[src/hw/rtl/rrp_pkg.sv]
// Types and constants shared by the read-record response parser.
package rrp_pkg;

  localparam int unsigned AddrWidth = 4;
  localparam int unsigned DataWidth = 32;

  typedef enum logic [1:0] {
    REG_MODE       = 2'd0,
    REG_RECORD     = 2'd1,
    REG_SUCCESS    = 2'd2,
    REG_UNUSED     = 2'd3
  } reg_index_t;

  typedef enum logic [1:0] {
    MODE_SINGLE_RECORD    = 2'd0,
    MODE_MULTI_RECORD     = 2'd1,
    MODE_SINGLE_COUNTER   = 2'd2,
    MODE_MULTI_COUNTER    = 2'd3
  } struct_mode_t;

  typedef enum logic {
    REQ_START = 1'b0,
    REQ_DATA  = 1'b1
  } req_kind_t;

  localparam logic [1:0]  ModeReset    = 2'd0;
  localparam logic [7:0]  RecordReset  = 8'd1;
  localparam logic [15:0] SuccessReset = 16'h9000;
  localparam logic [7:0]  CounterFirst = 8'd1;

  typedef struct packed {
    logic        req_type;
    logic [15:0] status_word;
    logic [7:0]  data_byte;
    logic        last_byte;
  } in_item_t;

  typedef struct packed {
    logic [7:0]  entry_key;
    logic [23:0] entry_value;
    logic        end_of_entry;
    logic        empty_record;
    logic        truncated;
  } out_item_t;

  typedef struct packed {
    logic [1:0]  structure_mode;
    logic [7:0]  record_number;
    logic [15:0] success_status;
  } cfg_t;

endpackage

[src/hw/rtl/rrp_parse.sv]
// Parse state and per-byte decode of the read-record response data.
module rrp_parse (
  input  logic             clk,
  input  logic             rst,
  input  logic             fire,
  input  rrp_pkg::in_item_t item,
  input  rrp_pkg::cfg_t     cfg,
  output logic             has_result,
  output rrp_pkg::out_item_t result
);
  import rrp_pkg::*;

  typedef enum logic [1:0] {
    PH_RECNUM = 2'd0,
    PH_LENGTH = 2'd1,
    PH_DATA   = 2'd2
  } phase_t;

  logic        response_ok, response_ok_next;
  phase_t      parse_phase, parse_phase_next;
  logic [7:0]  current_record, current_record_next;
  logic [7:0]  bytes_remaining, bytes_remaining_next;
  logic [15:0] counter_partial, counter_partial_next;
  logic [1:0]  counter_byte_pos, counter_byte_pos_next;
  logic [7:0]  counter_index, counter_index_next;
  logic [7:0]  rem;
  logic        done, trunc;

  always_comb begin
    response_ok_next      = response_ok;
    parse_phase_next      = parse_phase;
    current_record_next   = current_record;
    bytes_remaining_next  = bytes_remaining;
    counter_partial_next  = counter_partial;
    counter_byte_pos_next = counter_byte_pos;
    counter_index_next    = counter_index;
    has_result            = 1'b0;
    result                = '0;
    rem                   = bytes_remaining - 8'd1;
    done                  = (rem == 8'd0);
    trunc                 = item.last_byte && !done;

    if (fire) begin
      if (item.req_type == REQ_START) begin
        response_ok_next      = (item.status_word == cfg.success_status);
        parse_phase_next      = PH_RECNUM;
        current_record_next   = '0;
        bytes_remaining_next  = '0;
        counter_partial_next  = '0;
        counter_byte_pos_next = '0;
        counter_index_next    = CounterFirst;
      end else if (response_ok) begin
        case (struct_mode_t'(cfg.structure_mode))
          MODE_SINGLE_RECORD: begin
            has_result          = 1'b1;
            result.entry_key    = cfg.record_number;
            result.entry_value  = {16'd0, item.data_byte};
            result.end_of_entry = item.last_byte;
          end
          MODE_MULTI_RECORD: begin
            case (parse_phase)
              PH_LENGTH: begin
                if (item.data_byte == 8'd0) begin
                  has_result          = 1'b1;
                  result.entry_key    = current_record;
                  result.end_of_entry = 1'b1;
                  result.empty_record = 1'b1;
                  parse_phase_next    = PH_RECNUM;
                end else if (item.last_byte) begin
                  has_result          = 1'b1;
                  result.entry_key    = current_record;
                  result.end_of_entry = 1'b1;
                  result.truncated    = 1'b1;
                end else begin
                  bytes_remaining_next = item.data_byte;
                  parse_phase_next     = PH_DATA;
                end
              end
              PH_DATA: begin
                has_result           = 1'b1;
                result.entry_key     = current_record;
                result.entry_value   = {16'd0, item.data_byte};
                result.end_of_entry  = done || trunc;
                result.truncated     = trunc;
                bytes_remaining_next = rem;
                if (done) begin
                  parse_phase_next = PH_RECNUM;
                end
              end
              default: begin
                current_record_next = item.data_byte;
                parse_phase_next    = PH_LENGTH;
                if (item.last_byte) begin
                  has_result          = 1'b1;
                  result.entry_key    = item.data_byte;
                  result.end_of_entry = 1'b1;
                  result.truncated    = 1'b1;
                end
              end
            endcase
          end
          default: begin
            // counter modes: big-endian 3-byte values
            case (counter_byte_pos)
              2'd0: begin
                counter_partial_next  = {8'd0, item.data_byte};
                counter_byte_pos_next = 2'd1;
              end
              2'd1: begin
                counter_partial_next  = {counter_partial[7:0], item.data_byte};
                counter_byte_pos_next = 2'd2;
              end
              default: begin
                has_result            = 1'b1;
                result.entry_key      = counter_index;
                result.entry_value    = {counter_partial, item.data_byte};
                result.end_of_entry   = 1'b1;
                counter_index_next    = counter_index + 8'd1;
                counter_partial_next  = '0;
                counter_byte_pos_next = 2'd0;
              end
            endcase
          end
        endcase

        if (item.last_byte) begin
          response_ok_next      = 1'b0;
          parse_phase_next      = PH_RECNUM;
          current_record_next   = '0;
          bytes_remaining_next  = '0;
          counter_partial_next  = '0;
          counter_byte_pos_next = '0;
          counter_index_next    = CounterFirst;
        end
      end
    end
  end

  always_ff @(posedge clk) begin
    if (rst) begin
      response_ok      <= 1'b0;
      parse_phase      <= PH_RECNUM;
      current_record   <= '0;
      bytes_remaining  <= '0;
      counter_partial  <= '0;
      counter_byte_pos <= '0;
      counter_index    <= CounterFirst;
    end else begin
      response_ok      <= response_ok_next;
      parse_phase      <= parse_phase_next;
      current_record   <= current_record_next;
      bytes_remaining  <= bytes_remaining_next;
      counter_partial  <= counter_partial_next;
      counter_byte_pos <= counter_byte_pos_next;
      counter_index    <= counter_index_next;
    end
  end

endmodule

[src/hw/rtl/record_response_parser.sv]
// Top level of the read-record response parser: config port, parser, result buffer.
//
//   channel   | handshake                    | payload
//   ----------+------------------------------+---------------------------
//   item      | item_valid / item_ready      | item   (rrp_pkg::in_item_t)
//   result    | result_valid / result_ready  | result (rrp_pkg::out_item_t)
//   config    | psel / penable / pwrite      | paddr, pwdata, prdata
//
// One item is taken per cycle while the skid register is empty; the parse state
// updates in the cycle of the transaction and its result is registered into the
// output register, or into the skid register while the output register is held.
// A two-entry result buffer (output register plus skid register) lets the block
// take one more result-producing item after the downstream side stalls; item_ready
// drops only while the skid register is full.
// Reset (rst, synchronous, active high) empties the buffer, clears the parse
// state and loads the register defaults; no clearing pass is needed.
module record_response_parser (
  input  logic                          clk,
  input  logic                          rst,
  // item channel
  input  logic                          item_valid,
  output logic                          item_ready,
  input  rrp_pkg::in_item_t             item,
  // result channel
  output logic                          result_valid,
  input  logic                          result_ready,
  output rrp_pkg::out_item_t            result,
  // configuration port
  input  logic                          psel,
  input  logic                          penable,
  input  logic                          pwrite,
  input  logic [rrp_pkg::AddrWidth-1:0] paddr,
  input  logic [rrp_pkg::DataWidth-1:0] pwdata,
  output logic [rrp_pkg::DataWidth-1:0] prdata,
  output logic                          pready
);
  import rrp_pkg::*;

  cfg_t       cfg;
  reg_index_t reg_sel;
  logic       cfg_write;

  logic       item_fire;
  logic       has_result;
  out_item_t  parsed;

  logic       skid_valid;
  out_item_t  skid;
  logic       pop;

  // Configuration registers: word-addressed, low address bits ignored.
  assign pready    = 1'b1;
  assign reg_sel   = reg_index_t'(paddr[3:2]);
  assign cfg_write = psel && penable && pwrite;

  always_ff @(posedge clk) begin
    if (rst) begin
      cfg.structure_mode <= ModeReset;
      cfg.record_number  <= RecordReset;
      cfg.success_status <= SuccessReset;
    end else if (cfg_write) begin
      case (reg_sel)
        REG_MODE:    cfg.structure_mode <= pwdata[1:0];
        REG_RECORD:  cfg.record_number  <= pwdata[7:0];
        REG_SUCCESS: cfg.success_status <= pwdata[15:0];
        default: begin
          // unmapped register: drop the write
        end
      endcase
    end
  end

  // Readback of the register selected by paddr.
  always_comb begin
    case (reg_sel)
      REG_MODE:    prdata = {30'd0, cfg.structure_mode};
      REG_RECORD:  prdata = {24'd0, cfg.record_number};
      REG_SUCCESS: prdata = {16'd0, cfg.success_status};
      default:     prdata = '0;
    endcase
  end

  // Parse each item in the cycle it is accepted.
  assign item_ready = !skid_valid;
  assign item_fire  = item_valid && item_ready;

  rrp_parse u_parse (
    .clk        (clk),
    .rst        (rst),
    .fire       (item_fire),
    .item       (item),
    .cfg        (cfg),
    .has_result (has_result),
    .result     (parsed)
  );

  // Result buffer: output register in front, skid register behind it.
  assign pop = result_valid && result_ready;

  always_ff @(posedge clk) begin
    if (rst) begin
      result_valid <= 1'b0;
      skid_valid   <= 1'b0;
    end else if (pop) begin
      if (skid_valid) begin
        // advance the skid entry; a new result refills the skid slot
        result_valid <= 1'b1;
        skid_valid   <= has_result;
      end else begin
        result_valid <= has_result;
      end
    end else if (!result_valid) begin
      result_valid <= has_result;
    end else if (has_result) begin
      // output held by downstream: park the new result
      skid_valid <= 1'b1;
    end
  end

  always_ff @(posedge clk) begin
    if (pop) begin
      if (skid_valid) begin
        result <= skid;
        skid   <= parsed;
      end else begin
        result <= parsed;
      end
    end else if (!result_valid) begin
      result <= parsed;
    end else if (has_result) begin
      skid <= parsed;
    end
  end

endmodule

[config.mk]
export PLATFORM = sky130hd
export DESIGN_NAME = record_response_parser
export DESIGN_NICKNAME = d
export VERILOG_FILES = /design/src/hw/rtl/rrp_pkg.sv /design/src/hw/rtl/rrp_parse.sv /design/src/hw/rtl/record_response_parser.sv
export SDC_FILE = /design/constraint.sdc
export NUM_CORES = 1
export LEC_CHECK = 0
export BUFFER_PORTS_ARGS = -buffer_cell sky130_fd_sc_hd__buf_2
export CELL_PAD_IN_SITES_DETAIL_PLACEMENT = 1
export CELL_PAD_IN_SITES_GLOBAL_PLACEMENT = 2
export CORE_MARGIN = 3
export CORE_UTILIZATION = 37
export DETAILED_ROUTE_END_ITERATION = 10
export GPL_TIMING_DRIVEN = 0
export PLACE_DENSITY_LB_ADDON = 0.1
export SLEW_MARGIN = 10
export SYNTH_ARGS = -nofsm -noshare
export SYNTH_HDL_FRONTEND = slang
export SYNTH_SLANG_ARGS = --single-unit
[constraint.sdc]
create_clock -name clk -period 11.1 [get_ports clk]
set_input_delay 2.22 -clock clk [delete_from_list [all_inputs] [get_ports clk]]
set_output_delay 2.22 -clock clk [all_outputs]
set_load 0.01 [all_outputs]
# Yosys cells after proc, flatten, opt, wreduce, memory -nomap -nowiden

Index checks and enable logic that the tools add are counted.

Add/sub/neg operators: 2
Equal/unequal tests: 17
Mux-type cells: 75
Reduce and logical (&&, ||, !) cells: 28

Operators with widths:

| operator            | number |
|---|---|
| $mux 35             | 10 |
| $mux 8              | 19 |
| $pmux 33 s2         | 1 |
| $mux 16             | 4 |
| $pmux 16 s3         | 1 |
| $mux 33             | 1 |
| $pmux 16 s2         | 1 |
| $pmux 8 s2          | 2 |
| $mux 2              | 11 |
| $mux 1              | 19 |
| $eq 16x16->1        | 1 |
| $logic_not 8->1     | 2 |
| $reduce_and 4->1    | 3 |
| $ne 3x3->1 const B  | 3 |
| $add 8x1->8 const B | 1 |
| $eq 2x1->1 const B  | 4 |
| $pmux 1 s2          | 4 |
| $pmux 2 s2          | 2 |
| $reduce_and 2->1    | 4 |
| $sub 8x1->8 const B | 1 |
| $logic_not 2->1     | 3 |
| $reduce_and 3->1    | 2 |
| $reduce_or 2->1     | 3 |
| $logic_and 1x1->1   | 5 |
| other kinds (11)    | 15 |

Register bits: 143
Input port bits: 69
Output and inout bits: 70

# Longest topological paths before layout

Gate-level depths: netlist of the first run.

Depth after elaboration: 13
Gate-level depth with buffers: 9
Mapped depth without buffers: 7

# By module

Synthesis of the first run repeated with hierarchy kept, for this count alone.

Cells, all modules: 656
Area, all modules: 7084.3 µm²

Modules (own cells, without submodules):

| module                 | times used | cells each | area an instance (µm²) | sequential area each (µm²) |
|---|---|---|---|---|
| record_response_parser | 1          | 274        | 4181.5                 | 2662.6 |
| rrp_parse              | 1          | 382        | 2902.8                 | 900.9 |

# Worst setup path before layout of the first run

OpenSTA, ideal clock, no wires.

Path kind: input-to-reg
From: input port item[25] in the netlist's numbering
To: register skid[0] in the netlist's numbering, enable pin
Setup time: 0.476 ns
Arrival time: 5.791 ns
Required time: 10.624 ns
Path slack: 4.833 ns
Stages on the path: 6
Path buffers: 2
Cells stage by stage: buf_2 > and4b_1 > o21ai_0 > or3_1 > buf_2 > o21ai_0

Cells in the longest elaborated chain, start to end: 4

Ends and longest elaborated chain:

| what                        | RTL line                      | text |
|---|---|---|
| start: declaration          | record_response_parser.sv:23  | `input rrp_pkg::in_item_t item,` |
| $mux 1                      | rrp_parse.sv:44               | `if (item.req_type == REQ_START) begin` |
| $mux 1                      | rrp_parse.sv:43               | `if (fire) begin` |
| $reduce_bool 2->1 (no line) | --                            |  |
| $reduce_and 3->1 (no line)  | --                            |  |
| end signal: assignment      | record_response_parser.sv:124 | `skid <= parsed;` |
| end signal: assignment      | record_response_parser.sv:131 | `skid <= parsed;` |
| end: declaration            | record_response_parser.sv:48  | `out_item_t skid;` |

Every way passes these cells.
A chain may end at the register's enable or synchronous reset.

# Final worst setup path of the first run

From: input port paddr[2] in the netlist's numbering
To: output port prdata[1] in the netlist's numbering

Cells in the longest elaborated chain, start to end: 2
Elaborated cells between the ends (all ways): 4
Those cells by class: eq/ne (2); mux (1); reduce/logical (1)

Ends and longest elaborated chain:

| what                               | RTL line                     | text |
|---|---|---|
| start: declaration                 | record_response_parser.sv:32 | `input logic [rrp_pkg::AddrWidth-1:0] paddr,` |
| $eq 2x2->1 (tied with other cells) | record_response_parser.sv:75 | `case (reg_sel)` |
| $pmux 16 s3 (*)                    | record_response_parser.sv:75 |  |
| end: declaration                   | record_response_parser.sv:34 | `output logic [rrp_pkg::DataWidth-1:0] prdata,` |

Mark *: on every way between the ends. The rest lies on a longest branch, timed or not.

==> results of run 1 <==
==> cell type report <==
class,instances,area [um2],area share (%)
Inverter,9,33.8,0.418
Multi-Input combinational cell,435,2780,34.4
Clock buffer,17,425,5.26
Tap cell,225,282,3.48
Buffer,54,285,3.53
Timing Repair Buffer,103,561,6.93
Sequential cell,143,3560,44.1
Clock inverter,15,154,1.90
==> metal layers <==
layer  global-route usage [%]  wire, um
met5                        0         0
met2                     31.9      8890
met3                     3.92       662
met4                     4.69       148
met1                     24.1      8190
==> where the power goes <==
group          switching (uW)  total, uW  internal [uW]
Clock                     241        557            317
Combinational            35.9       58.1           22.2
Sequential               2.14        552            550
==> worst min-delay path, cell delays in order, from the launching register on <==
cell and delay, ps:
dfxtp_1 330, nand2_1 60, a21oi_1 60
==> synthesized netlist by cell type (3+ instances only) <==
| master | n |
|---|---|
| dfxtp_1 | 73 |
| nor2_1 | 72 |
| edfxtp_1 | 70 |
| nand2_1 | 48 |
| a21o_1 | 35 |
| a21oi_1 | 35 |
| and2_1 | 33 |
| clkbuf_1 | 27 |
| a22oi_1 | 24 |
| mux2i_1 | 22 |
| buf_4 | 18 |
| xor2_1 | 18 |
| inv_1 | 9 |
| xnor2_1 | 9 |
| a211oi_1 | 8 |
| nand2b_1 | 8 |
| nand4_1 | 8 |
| o21ai_0 | 8 |
| nand3_1 | 7 |
| a22o_1 | 6 |
| buf_2 | 6 |
| nor2b_1 | 6 |
| nor3_1 | 6 |
| nor4_1 | 6 |
| a211o_1 | 5 |
| and3_1 | 5 |
| ha_1 | 5 |
| or3_1 | 4 |
| a2bb2oi_1 | 3 |
| nor3b_1 | 3 |
==> kinds of logic (layout without fill, tap and decap cells) <==
logic type / count (synthesis) / count (layout)
AND/OR/NAND/NOR: 220 / 220
flip-flops: 143 / 143
multiplexers: 22 / 22
XOR/XNOR: 27 / 27
adder cells (fa/ha/maj): 5 / 5
other: 2 / 17
buffers and inverters: 63 / 198
AO/OA/AOI/OAI: 144 / 144
==> registers in the layout (all words and copies together), names as in the netlist <==
name,count
result,35
u_parse.bytes_remaining,8
u_parse.counter_index,8
u_parse.current_record,8
skid_valid,1
cfg,26
skid,35
u_parse.counter_partial,16
u_parse.parse_phase,2
u_parse.counter_byte_pos,2
result_valid,1
u_parse.response_ok,1
==> how the worst max path moves through the flow <==
| stage | start | endpoint | slack (ps) | depth (start not counted) |
|---|---|---|---|---|
| floorplan | item[25] | skid[0]$_DFFE_PP_ | 4830 | 6 |
| global placement | result_ready | skid[6]$_DFFE_PP_ | 3130 | 3 |
| detailed placement | paddr[2] | prdata[0] | 5200 | 7 |
| CTS | paddr[2] | prdata[0] | 5190 | 7 |
| global route | paddr[2] | prdata[0] | 5020 | 7 |
| finish | paddr[2] | prdata[1] | 5210 | 7 |
==> through the flow <==
step	instance area, um2	power, uW
5_1_grt	8090	1210
4_1_cts	8090	1180
2_1_floorplan	6650	596
6_report	8090	1170
3_3_place_gp	7440	621
3_5_place_dp	7510	622
==> results.sh, run 1 <==
export IMPL_gr_usage_all_layers_pct=18.6
export IMPL_insertedDiodeCount=0
export IMPL_synth_edf_count=70
export IMPL_fp_dieW_um=140
export IMPL_synth_flop_cell="dfxtp_1"
export IMPL_yosysWarnings=0
export IMPL_cts_sinks=143
export IMPL_synth_top_family_by_area="simple AND/OR/NAND/NOR gates"
export IMPL_end_kind="output pin"
export IMPL_portBuffers=101
export IMPL_skew_ps=8.46
export IMPL_ys_seq_elements=143
export IMPL_fin_crit_sh_pct=53.1
export IMPL_nets=837
export IMPL_overflow=0
export IMPL_synth_area_leaders="edfxtp_1 32%, dfxtp_1 22%, nor2_1 4.1%"
export IMPL_ant_nets=0
export IMPL_synth_compound_area_share_pct=15.8
export IMPL_rr_startpoint="u_parse.parse_phase[0]$_SDFFE_PP0P_"
export IMPL_crit_path_start_kind="primary input"
export IMPL_core_area_um2=17400
export IMPL_status="completed"
export IMPL_setup_slack_ps=5210
export IMPL_synthSimpleGateAreaFrac_pct=17.3
export IMPL_period_minus_slack_ps=5890
export IMPL_irDropWorstVdd_mv=0.101
export IMPL_holdWs_ps=488
export IMPL_slowest_delay_ps=440
export IMPL_synth_xor_area_share_pct=3.59
export IMPL_first_pass_iters=5
export IMPL_synthArstFlopShare_pct=0
export IMPL_area_delta_synth_final_pct=22.6
export IMPL_synth_top_cell_by_area="edfxtp_1"
export IMPL_worst_path_buf_inv=4
export IMPL_r2r_slack_ps=8130
export IMPL_worstPathCellList="clkbuf_1 -> nor2b_1 -> clkbuf_1 -> clkbuf_1 -> nand2_1 -> o21ai_0 -> buf_2"
export IMPL_hold_end="cfg[13]$_SDFFE_PP0P_"
export IMPL_setup_violations=0
export IMPL_synth_top_area_share_pct=31.9
export IMPL_cts_inserted_buffers=17
export IMPL_dp_hpwl_um=13700
export IMPL_layout_commonest_cell="buf_2"
export IMPL_io_pins=139
export IMPL_whs_path_depth=2
export IMPL_rows=48
export IMPL_drc=0
export IMPL_drt_wl_total_um=17900
export IMPL_synth_mux_area_fraction_pct=3.34
export IMPL_instances_no_fill=1001
export IMPL_maxCapViolCount=0
export IMPL_r2r_end="skid[10]$_DFFE_PP_"
export IMPL_drtIter0Drc=237
export IMPL_grt_pass1_vias=5331
export IMPL_pre_cts_ws_ps=5200
export IMPL_leakagePower_uw=0.00353
export IMPL_wire_per_inst_um=17.9
export IMPL_setup_tns_ps=0
export IMPL_slew_viol_final=0
export IMPL_start_util_pct=38.0
export IMPL_gp_congestion=0.824
export IMPL_vias=5079
export IMPL_max_freq_mhz=170
export IMPL_htree_num_levels=4
export IMPL_cts_buffer_depth=2
export IMPL_path_class="primary input to output pin"
export IMPL_syn_area_um2=6600
export IMPL_synth_avg_cell_area_um2=10.5
export IMPL_ys_seq_area_share_pct=54.0
export IMPL_critPathMaxFanout=10
export IMPL_cts_resized=0
export IMPL_vias_per_cell=5.07
export IMPL_antenna_found_initial=0
export IMPL_nFillCells=1949
export IMPL_cts_setup_buffers=0
export IMPL_cpMostUsedCell="clkbuf_1"
export IMPL_clk_pin_slew_worst_paths_ps=60
export IMPL_tightest_slew_ps=941
export IMPL_grt_pass1_wl_um=28900
export IMPL_slowest_stage="clkbuf_1"
export IMPL_hold_buffers=0
export IMPL_clock_root_buffer="clkbuf_16"
export IMPL_syn_inst=626
export IMPL_cp_data_arrival_time_ps=3670
export IMPL_cts_tree="yes"
export IMPL_mostFrequentLayoutCells="107 x buf_2, 73 x dfxtp_1, 72 x nor2_1, 70 x edfxtp_1, 48 x nand2_1"
export IMPL_reg2reg_depth=9
export IMPL_powerDensity_nw_per_um2=144
export IMPL_grt_max_degree=26
export IMPL_insertion_delay_ps=410
export IMPL_placedCellCount=969
export IMPL_min_path_type="register to register"
export IMPL_rsz0062_at_grt="no"
export IMPL_die_h_um=140
export IMPL_synthAdderAreaFrac_pct=0.949
export IMPL_synth_cell_types=61
export IMPL_required_ps=8880
export IMPL_hold_start="cfg[13]$_SDFFE_PP0P_"
export IMPL_drive_above_1_share_pct=23.1
export IMPL_die_area_um2=19500
export IMPL_cp_top_family="buffers and inverters"
export IMPL_hold_violations=0
export IMPL_final_util_pct=46.6
export IMPL_maxSlewHeadroom_pct=37.1
No activity file was read; power rests on OpenSTA's default activity.
==> run 2: changes to the inputs <==
--- a/config.mk
+++ b/config.mk
@@ -9,7 +9,7 @@
 export CELL_PAD_IN_SITES_DETAIL_PLACEMENT = 1
 export CELL_PAD_IN_SITES_GLOBAL_PLACEMENT = 2
 export CORE_MARGIN = 3
-export CORE_UTILIZATION = 37
+export CORE_UTILIZATION = 31
 export DETAILED_ROUTE_END_ITERATION = 10
 export GPL_TIMING_DRIVEN = 0
 export PLACE_DENSITY_LB_ADDON = 0.1
==> constraint.sdc (replaced) <==
create_clock -name clk -period 5.3 [get_ports clk]
set_input_delay 1.06 -clock clk [delete_from_list [all_inputs] [get_ports clk]]
set_output_delay 1.06 -clock clk [all_outputs]
set_load 0.01 [all_outputs]
==> run 2 against run 1 <==
Hold slack got worse by 3.9 ps. Final cell count increased by 4.5%. Critical path depth unchanged. Global-route usage decreased by 2.2 points. Non-clock buffer count unchanged. Clock power increased by 110%. Setup slack got worse by 3400 ps. Total power increased by 110%. Clock skew increased by 3.0 ps. Largest cell class unchanged. Largest power group unchanged. Highest routed layer is now met5.
==> results.sh, run 2 (same netlist as run 1, synthesis figures left out) <==
export IMPL_instances_no_fill=1046
export IMPL_fp_dieW_um=152
export IMPL_cts_tree="yes"
export IMPL_powerDensity_nw_per_um2=303
export IMPL_maxCapViolCount=0
export IMPL_cts_sinks=143
export IMPL_crit_path_start_kind="primary input"
export IMPL_cts_inserted_buffers=17
export IMPL_overflow=0
export IMPL_required_ps=4240
export IMPL_wire_per_inst_um=18.0
export IMPL_clock_root_buffer="clkbuf_16"
export IMPL_htree_num_levels=4
export IMPL_tightest_slew_ps=906
export IMPL_nets=837
export IMPL_power_uw=2460
export IMPL_grt_max_degree=26
export IMPL_cp_data_arrival_time_ps=2480
export IMPL_largestRegisters="result (35), skid (35), cfg (26)"
export IMPL_drt_wl_total_um=18800
export IMPL_crit_path_start="paddr[2]"
export IMPL_drtIter0Drc=179
export IMPL_insertedDiodeCount=0
export IMPL_vias=5100
export IMPL_max_freq_mhz=283
export IMPL_rsz0062_at_grt="no"
export IMPL_grt_pass1_vias=5494
export IMPL_layout_commonest_cell="buf_2"
export IMPL_cp_num_cells=7
export IMPL_gp_congestion=0.783
export IMPL_status="completed"
export IMPL_slew_viol_final=0
export IMPL_core_area_um2=20600
export IMPL_cp_top_family="buffers and inverters"
export IMPL_holdWs_ps=485
export IMPL_first_pass_iters=4
export IMPL_grt_pass1_wl_um=30300
export IMPL_antenna_found_initial=1
export IMPL_gr_usage_all_layers_pct=16.4
export IMPL_die_area_um2=23100
export IMPL_cts_resized=0
export IMPL_min_path_type="register to register"
export IMPL_io_pins=139
export IMPL_clk_pin_slew_worst_paths_ps=60
export IMPL_reg2reg_depth=9
export IMPL_worstPathCellList="clkbuf_1 -> nor2b_1 -> clkbuf_1 -> clkbuf_1 -> nand2_1 -> o21ai_0 -> buf_2"
export IMPL_area_delta_synth_final_pct=23.2
export IMPL_insertion_delay_ps=430
export IMPL_ant_nets=0
export IMPL_fin_crit_sh_pct=66.8
export IMPL_r2r_end="skid[10]$_DFFE_PP_"
export IMPL_r2r_slack_ps=2330
export IMPL_hold_buffers=0
export IMPL_start_util_pct=32.1
export IMPL_irDropWorstVdd_mv=0.179
export IMPL_cts_setup_buffers=0
export IMPL_die_h_um=152
export IMPL_portBuffers=101
export IMPL_cts_buffer_depth=2
export IMPL_slowest_delay_ps=400
export IMPL_endpoint="prdata[0]"
export IMPL_drive_above_1_share_pct=22.7
export IMPL_maxSlewHeadroom_pct=39.5
export IMPL_placedCellCount=1014
export IMPL_mostFrequentLayoutCells="107 x buf_2, 73 x dfxtp_1, 72 x nor2_1, 70 x edfxtp_1, 48 x nand2_1"
export IMPL_placed_area_um2=7560
export IMPL_leakagePower_uw=0.00350
export IMPL_setup_tns_ps=0
export IMPL_cpMostUsedCell="clkbuf_1"
export IMPL_end_kind="output pin"
export IMPL_skew_ps=11.5
export IMPL_rr_startpoint="u_parse.parse_phase[0]$_SDFFE_PP0P_"
export IMPL_worst_path_buf_inv=4
export IMPL_path_class="primary input to output pin"
export IMPL_vias_per_cell=4.88
export IMPL_drc=0
export IMPL_setup_violations=0
export IMPL_rows=52
export IMPL_critPathMaxFanout=10
export IMPL_slowest_stage="clkbuf_1"
export IMPL_stdcell_area_um2=8130
export IMPL_period_minus_slack_ps=3540
export IMPL_hold_violations=0
export IMPL_dp_hpwl_um=14300
==> run 2: cell types whose count changed in the layout (fill, tap and decap cells not counted) <==
cell,previous run,this run
inv_8,4,0
clkbuf_1,27,30
clkinv_4,4,1
clkinvlp_4,1,4
buf_12,0,1
buf_16,2,1
bufinv_16,1,2
==> run 2: metal layers <==
layer	vias to the layer above	track usage, %	wire, um
met5	-	0	13
met4	2	5.27	241
met3	22	3.84	795
met2	117	28.2	9240
met1	2469	20.6	8540
li1	2490	-	-
==> run 2: where the power goes <==
part | switching, uW | internal (uW) | leakage, uW | total (uW)
sequential | 4.24 | 1150 | 0.00134 | 1160
clock | 483 | 696 | 0.000267 | 1180
combinational | 77.7 | 46.4 | 0.00190 | 124
total | 565 | 1890 | 0.00350 | 2460
==> run 2: area by class of cell <==
class / count / area [um2]
clock buffer: 20 / 437
buffer: 54 / 285
tap: 270 / 338
inverter: 9 / 33.8
sequential: 143 / 3560
timing repair buffer: 103 / 553
fill: 2363 / 12400
multi-input combinational: 435 / 2780
clock inverter: 12 / 135
==> run 2: worst register-to-register path, stage by stage (launching register included) <==
cell	delay, ps
dfxtp_1	340
inv_1	70
ha_1	280
clkbuf_1	390
or3_1	190
a21oi_1	60
or3_1	450
buf_2	230
o21ai_4	390
buf_12	250
==> run 2: how the worst min path moves through the flow <==
stage | startpoint | to | slack, ps | depth (start not counted)
final | cfg[8]$_SDFFE_PP0P_ | cfg[8]$_SDFFE_PP0P_ | 480 | 2
after global routing | cfg[11]$_SDFFE_PP0P_ | cfg[11]$_SDFFE_PP0P_ | 510 | 2
after CTS | cfg[8]$_SDFFE_PP0P_ | cfg[8]$_SDFFE_PP0P_ | 490 | 2
after detailed placement | cfg[9]$_SDFFE_PP0P_ | cfg[9]$_SDFFE_PP0P_ | 480 | 2
after global placement | cfg[9]$_SDFFE_PP0P_ | cfg[9]$_SDFFE_PP0P_ | 470 | 2
after floorplan | cfg[10]$_SDFFE_PP0P_ | cfg[10]$_SDFFE_PP0P_ | 460 | 2
==> run 2: per-stage QoR <==
stage	utilization, %	worst slack [ps]
after global routing	39.5	1520
after floorplan	-	193
after CTS	39.5	1650
final	39.5	1760
after detailed placement	36.8	1670
after global placement	36.5	-1660
==> run 3: changes to the inputs <==
==> constraint.sdc (replaced) <==
create_clock -name clk -period 3.1 [get_ports clk]
set_input_delay 0.62 -clock clk [delete_from_list [all_inputs] [get_ports clk]]
set_output_delay 0.62 -clock clk [all_outputs]
set_load 0.01 [all_outputs]
==> run 3 against run 2 <==
Clock skew fell by 0.64 ps. Via count decreased by 0.47%. Sequential share of layout area about the same. Non-clock buffer count down 1.
==> results.sh, run 3 (same netlist as run 1, synthesis figures left out) <==
export IMPL_fp_dieW_um=152
export IMPL_hold_violations=0
export IMPL_cts_inserted_buffers=17
export IMPL_placedCellCount=1014
export IMPL_area_delta_synth_final_pct=23.2
export IMPL_cts_sinks=143
export IMPL_io_pins=139
export IMPL_cts_resized=0
export IMPL_antenna_found_initial=1
export IMPL_pre_cts_ws_ps=30.3
export IMPL_first_pass_iters=4
export IMPL_p_sw_share_pct=22.7
export IMPL_power_frac_clock_pct=47.6
export IMPL_grt_pass1_vias=5489
export IMPL_overflow=0
export IMPL_skew_ps=10.8
export IMPL_wire_per_inst_um=17.5
export IMPL_layout_commonest_cell="buf_2"
export IMPL_largestRegisters="result (35), skid (35), cfg (26)"
export IMPL_r2r_slack_ps=330
export IMPL_clock_root_buffer="clkbuf_16"
export IMPL_drtIter0Drc=195
export IMPL_rsz0062_at_grt="no"
export IMPL_max_freq_mhz=361
export IMPL_insertion_delay_ps=420
export IMPL_insertedDiodeCount=0
export IMPL_htree_num_levels=4
export IMPL_powerDensity_nw_per_um2=515
export IMPL_cts_tree="yes"
export IMPL_path_class="register to register"
export IMPL_power_frac_comb_pct=5.1
export IMPL_die_area_um2=23100
export IMPL_rows=52
export IMPL_grt_max_degree=26
export IMPL_stdcell_area_um2=8120
export IMPL_start_util_pct=32.1
export IMPL_dp_hpwl_um=13900
export IMPL_setup_violations=0
export IMPL_vias_per_cell=4.86
export IMPL_internal_power_uw=3240
export IMPL_drive_above_1_share_pct=22.7
export IMPL_end_kind="register"
export IMPL_leakagePower_uw=0.00351
export IMPL_period_minus_slack_ps=2770
export IMPL_maxCapViolCount=0
export IMPL_min_path_type="primary input to register"
export IMPL_pwr_share_seq_pct=47.3
export IMPL_crit_path_start_kind="register"
export IMPL_core_area_um2=20600
export IMPL_maxSlewHeadroom_pct=43.2
export IMPL_vias=5076
export IMPL_whs_path_depth=3
export IMPL_gr_usage_all_layers_pct=16.0
export IMPL_cts_buffer_depth=2
export IMPL_fin_crit_sh_pct=89.2
export IMPL_irDropWorstVdd_mv=0.353
export IMPL_drt_wl_total_um=18300
export IMPL_setup_slack_ps=334
export IMPL_required_ps=3210
export IMPL_instances_no_fill=1045
export IMPL_critPathMaxFanout=25
export IMPL_placed_area_um2=7560
export IMPL_ant_nets=0
export IMPL_die_h_um=152
export IMPL_status="completed"
export IMPL_cp_data_arrival_time_ps=2880
export IMPL_portBuffers=101
export IMPL_slew_viol_final=0
export IMPL_switchingPower_uw=949
export IMPL_drc=0
export IMPL_tightest_slew_ps=850
export IMPL_clk_pin_slew_worst_paths_ps=60
export IMPL_nets=836
export IMPL_gp_congestion=0.780
export IMPL_mostFrequentLayoutCells="107 x buf_2, 73 x dfxtp_1, 72 x nor2_1, 70 x edfxtp_1, 48 x nand2_1"
export IMPL_reg2reg_depth=8
export IMPL_grt_pass1_wl_um=29600
-- run 3: cell types whose count changed in the layout (fill, tap and decap cells not counted), sizes merged --
| cell | delta |
|---|---|
| clkinv | +4 |
| clkbuf | -2 |
| clkinvlp | -2 |
| inv | -1 |
-- run 3: power groups by stage --
stage	logic [uW]	clock network (uW)	registers (uW)
after floorplan	117	0	2020
after global placement	212	0	2020
after detailed placement	214	0	2020
after CTS	215	2040	1980
after global routing	234	2130	1980
final	212	1990	1980
-- run 3: area by class of cell --
cell class / count / area, um2
timing repair buffer: 103 / 553
tap: 270 / 338
multi-input combinational: 435 / 2780
clock buffer: 19 / 433
fill: 2370 / 12400
buffer: 53 / 282
inverter: 9 / 33.8
sequential: 143 / 3560
clock inverter: 13 / 138
-- run 3: critical path, stage by stage, from the launching register on --
cell	delay, ps
dfxtp_1	340
inv_1	70
ha_1	500
or3_1	170
a21oi_1	60
or3_1	440
buf_2	220
o21ai_4	400
buf_12	240
-- run 3: worst paths after layout --
kind	endpoint	start
worst max-delay path	skid[0]$_DFFE_PP_	u_parse.parse_phase[0]$_SDFFE_PP0P_
worst min-delay path	cfg[12]$_SDFFE_PP1P_	pwdata[12]
worst max register to register	skid[0]$_DFFE_PP_	u_parse.parse_phase[0]$_SDFFE_PP0P_
worst min register to register	cfg[8]$_SDFFE_PP0P_	cfg[8]$_SDFFE_PP0P_
-- run 3: layer usage --
metal / part of all wire [%] / GRT usage [%] / wire (um)
met2: 48 / 26.5 / 8810
met5: 0.071 / 0 / 13
met4: 1.2 / 4.79 / 227
met3: 4.6 / 4.01 / 838
met1: 46 / 20.6 / 8420
-- run 3: stage by stage --
stage / utilization [%] / hold WS (ps) / setup TNS [ps] / total power, uW
global route: 39.5 / 417 / 0 / 4340
floorplan: - / 456 / 0 / 2130
detailed placement: 36.8 / 481 / 0 / 2230
finish: 39.5 / 411 / 0 / 4180
global placement: 36.5 / 466 / -34220 / 2230
CTS: 39.5 / 396 / 0 / 4230
-- run 3: what timing repair did --
item / in CTS / in global routing
buffers inserted: 0 / 0
hold buffers: 0 / 0
setup endpoints to repair: 0 / 25
